<file path="config.mk">
export PLATFORM = sky130hd
export DESIGN_NAME = rau_div_stage
export DESIGN_NICKNAME = d
export VERILOG_FILES = /design/src/hw/rtl/rau_pkg.sv /design/src/hw/rtl/rau_div_stage.sv
export SDC_FILE = /design/constraint.sdc
export NUM_CORES = 1
export LEC_CHECK = 0
export ABC_AREA = 0
export BUFFER_PORTS_ARGS = -buffer_cell sky130_fd_sc_hd__buf_2
export CAP_MARGIN = 20
export CORE_AREA = 10 10 241 243
export DETAILED_ROUTE_END_ITERATION = 8
export DIE_AREA = 0 0 251 253
export PLACE_DENSITY = 0.66
export SKIP_CTS_REPAIR_TIMING = 1
export SYNTH_ARGS = -nofsm -noshare
export SYNTH_HDL_FRONTEND = slang
export SYNTH_SLANG_ARGS = --single-unit
</file>
<file path="constraint.sdc">
create_clock -name clk -period 1 [get_ports clk]
set_input_delay 0.2 -clock clk [delete_from_list [all_inputs] [get_ports clk]]
set_output_delay 0.2 -clock clk [all_outputs]
set_load 0.01 [all_outputs]
</file>
<file path="src/hw/rtl/rau_pkg.sv">
// Shared types and codes for the rational arithmetic unit.
`default_nettype none
package rau_pkg;

    // Operation codes carried in the input transaction's tuser.
    typedef enum logic [2:0] {
        OP_ADD = 3'd0,
        OP_SUB = 3'd1,
        OP_MUL = 3'd2,
        OP_DIV = 3'd3,
        OP_RED = 3'd4
    } op_t;

    // Sideband that travels with every item through the pipeline.
    typedef struct packed {
        logic zero;   // result is forced to 0/1
        logic neg;    // result is negative
    } side_t;

endpackage
`default_nettype wire

</file>
<file path="src/hw/rtl/rau_div_stage.sv">
// One registered restoring-division step for numerator and denominator by the GCD.
`default_nettype none
module rau_div_stage #(
    parameter int L = 64
) (
    input  wire logic           clk,
    input  wire logic           rst_n,
    input  wire logic           adv,
    input  wire logic           in_valid,
    input  wire logic [L-1:0]   in_g,
    input  wire logic [L-1:0]   in_rn,
    input  wire logic [L-1:0]   in_qn,
    input  wire logic [L-1:0]   in_rd,
    input  wire logic [L-1:0]   in_qd,
    input  rau_pkg::side_t      in_side,
    output logic                out_valid,
    output logic [L-1:0]        out_g,
    output logic [L-1:0]        out_rn,
    output logic [L-1:0]        out_qn,
    output logic [L-1:0]        out_rd,
    output logic [L-1:0]        out_qd,
    output rau_pkg::side_t      out_side
);
    // q vectors shift the dividend out at the top and quotient bits in at the bottom.
    logic           valid_reg;
    logic [L-1:0]   g_reg, rn_reg, qn_reg, rd_reg, qd_reg;
    rau_pkg::side_t side_reg;
    logic [L:0]     tn, td, sub_n, sub_d;
    logic           gen, ged;

    assign tn    = {in_rn, in_qn[L-1]};
    assign td    = {in_rd, in_qd[L-1]};
    assign sub_n = tn - {1'b0, in_g};
    assign sub_d = td - {1'b0, in_g};
    assign gen   = tn >= {1'b0, in_g};
    assign ged   = td >= {1'b0, in_g};

    always_ff @(posedge clk or negedge rst_n)
    begin
        if (!rst_n)
            valid_reg <= 1'b0;
        else if (adv)
            valid_reg <= in_valid;
    end

    always_ff @(posedge clk)
    begin
        if (adv)
        begin
            g_reg    <= in_g;
            rn_reg   <= gen ? sub_n[L-1:0] : tn[L-1:0];
            rd_reg   <= ged ? sub_d[L-1:0] : td[L-1:0];
            qn_reg   <= {in_qn[L-2:0], gen};
            qd_reg   <= {in_qd[L-2:0], ged};
            side_reg <= in_side;
        end
    end

    assign out_valid = valid_reg;
    assign out_g     = g_reg;
    assign out_rn    = rn_reg;
    assign out_qn    = qn_reg;
    assign out_rd    = rd_reg;
    assign out_qd    = qd_reg;
    assign out_side  = side_reg;
endmodule
`default_nettype wire

</file>
==> run metrics <==
largest family of logic cells by synthesized area=compound AO/OA/AOI/OAI gates; # setup viols final=453; cell with the most instances after synthesis=edfxtp_1; simple-gate share of the synthesized area=12.0%; min Tclk post-route=2.71 ns; R2R Path End=out_valid; post-route antenna net violation count=0; syn nets=2,301; Synth Area in Adders=8.53%; Reg2Reg Depth=1; crit path max-delay cell type=mux2_2; GRT Total Usage=25.5%; I/O pins=649; Leakage=15.0 nW; post-route setup slack=-1.71 ns; Peak VDD IR=1070 uV; Root Buffer=clkbuf_16; crit path launch=in_g[3]; share of the synthesized area in the top cell type=50.2%; crit path DAT=3.02 ns; initial antenna violation count=18; Reg2Reg Setup Slack=0.23 ns; Cells on Worst Hold Path=3; Yosys warning total=0; largest net degree at the start of global routing=34; CTS tree=built; violated checks=hold timing, setup timing; endpoint class of the critical path=flop; drc violations=0; CTS buffer count=39; Synth Flop Type=edfxtp_1; Max-Cap Viols=0; fin crit share=271%; Buf/Inv on CP=6; Fin Hold WS=-0.00956 ns; CP required=1.31 ns; CP Launch Type=primary input; 1st-pass router iterations=5; unrepaired setup endpoints after global routing=yes; worst min-delay path class=primary input to flop; Post-DP HPWL=73,000 um; Overflow after GRT=0; vias per cell=5.12; Yosys top cell by area=edfxtp_1; EDFF count, synth=322; Hold EP=out_rn[40]; clock latency on the worst-skew pair=0.56 ns; pwr dens=1470 nW/um2; proportion of power drawn by combinational gates=33.2%; Initial DRC Count=1,183; H-Tree Depth=2; Final GP Congestion=0.950; fill cell count=4,356; cell family with the largest share of critical-path delay=compound AO/OA/AOI/OAI gates; routed via count=20,700; P_int=0.0332 W; flops & latches, synth=323; core box area=53,300 um2; synth top area cells=edfxtp_1 50%, ha_1 8.3%, a21oi_1 5.4%; crit path kind=primary input to flop; distinct cell type count after synthesis=85; full die area=63,500 um2; worst-path cell chain=buf_2 > inv_1 > buf_4 > ha_4 > nand3_1 > o21bai_4 > a21oi_4 > a211oi_4 > a21oi_2 > o211ai_1 > buf_4 > and2_4 > o311ai_4 > buf_12 > buf_16 > mux2_2; Rel. slew slack=63.7%; Synth Area in XOR/XNOR=5.14%; clock skew=0 ns; Initial Utilization=36.1%; Worst-Margin Slew=0.545 ns; Site Rows=85; Die W=251 um; worst r2r src=out_valid; multiplexer share of the synthesized area=1.33%; Clock Power Share=30.8%; hold path startpoint=in_rn[39]; fmax=369 MHz; CTS sink count=323; layout cells sized above 1=45.1%; Nets=3,773; Port Buf Inserts=648; first-pass GRT wire length=124,000 um; Avg Cell Area, Syn=10.4 um2; post-synthesis compound-gate area fraction=18.3%; routed len/inst=22.6 um; sequential share of power=36.0%; CP most frequent cell=buf_4; most frequent cells after synthesis=322 x edfxtp_1, 207 x a21oi_1, 169 x nand2_1; P&R area growth vs syn=70.4%; clock-pin slew on the worst setup and hold paths=0.06 ns; Post-Route WL=91,400 um; Cell Area, Synth=19,300 um2; CP Max Fanout=13; Mapped Cells=1,845; post-synthesis sequential area ratio=50.4%; final hold vios=6; crit-path max cell delay=0.35 ns; Final Power=0.0482 W; CTS max path bufs=3; Die Y-Extent=253 um; Switching Power=0.0151 W; sw frac=31.2%; Final Max Tran Viols=0; vias in the first global route=19,600; outcome=complete, but fails checks; pre-CTS setup slack=-2.45 ns; Post-synth ARST share=0.310%
==> layer usage <==
| metal | share of wire [%] | track usage (%) | up-vias |
|---|---|---|---|
| met5 | 0.13 | 0 | - |
| met1 | 38 | 28.5 | 10000 |
| li1 | - | - | 9778 |
| met3 | 6.0 | 5.36 | 136 |
| met2 | 53 | 48.2 | 771 |
| met4 | 2.8 | 6.25 | 18 |
==> per-stage QoR <==
stage	std cells	utilization, %	setup TNS, ns	area (um2)	hold WS (ns)
2_1_floorplan	1845	-	-212.41	20000	-0.0956
3_3_place_gp	3706	53.1	-298.46	28300	-0.0255
5_1_grt	4043	61.6	-327.06	32800	-0.00753
6_report	4048	61.6	-301.82	32800	-0.00956
3_5_place_dp	3706	53.1	-304.29	28300	-0.0196
4_1_cts	3776	55.6	-325.88	29600	-0.630
==> cell usage in the layout, fill, tap and decap left out, types with 7 or more instances in the layout <==
cell and instances:
buf_2 636, buf_4 594, edfxtp_1 322, dlygate4sd3_1 246, a21oi_1 187, nand2_1 166
nor2_1 118, ha_1 100, inv_1 96, a21o_1 69, xnor2_1 66, o21ai_0 63
o21ai_1 60, nand4_1 51, xor2_1 46, clkbuf_16 42, o21bai_1 28, nand3_1 27
ha_4 26, buf_12 21, nor3_1 20, o21ai_2 18, a21oi_2 18, nand2b_1 17
buf_6 17, a31oi_1 15, and3_1 15, nor2b_1 15, o211ai_1 13, o21a_1 13
mux2_2 13, inv_2 9, nor4_1 8, clkinvlp_4 8, a211oi_2 7, a211oi_1 7
==> sequential cells by signal, summed over array words and instances, names as in the netlist <==
name	count
out_rd	64
out_rn	64
out_valid	1
out_qn	64
out_qd	64
out_side	2
out_g	64
==> layout make-up <==
type	count	area [um2]	share of cell area (%)
Antenna cell	6	15.0	0.0458
Tap cell	696	871	2.65
Inverter	110	453	1.38
Timing Repair Buffer	1523	10900	33.2
Clock buffer	40	980	2.99
Sequential cell	323	9690	29.5
Clock inverter	30	339	1.03
Multi-Input combinational cell	1320	9550	29.1
==> tightest hold or removal path, cell delays in order <==
cell and delay, ns:
buf_2 0.09, nor2_1 0.04, a21oi_1 0.10
==> kinds of logic (layout without fill, tap and decap cells) <==
family,Yosys count,in the layout
muxes,23,23
other,0,6
DFF,323,323
and+or+nand+nor,487,487
xor gates and xnor gates,113,113
buffers and inverters,202,1703
adders and majority gates,130,130
AOI/OAI and AO/OA,567,567
==> power by group through the flow <==
stage | Clock, W | Sequential (W) | Combinational, W
after floorplan | 0 | 0.0183 | 0.00601
after CTS | 0.0151 | 0.0173 | 0.0145
final | 0.0149 | 0.0173 | 0.0160
after detailed placement | 0 | 0.0176 | 0.0144
after global placement | 0 | 0.0176 | 0.0143
after global routing | 0.0157 | 0.0174 | 0.0172
==> how the worst max path moves through the flow <==
stage | endpoint | cells past startpoint
3_5_place_dp | out_rd[63] | 16
4_1_cts | out_rd[63] | 16
5_1_grt | out_rn[59] | 17
6_report | out_rn[12] | 16
3_3_place_gp | out_rn[60] | 14
2_1_floorplan | out_rn[60] | 13
Power figures use the tool's default switching activity.
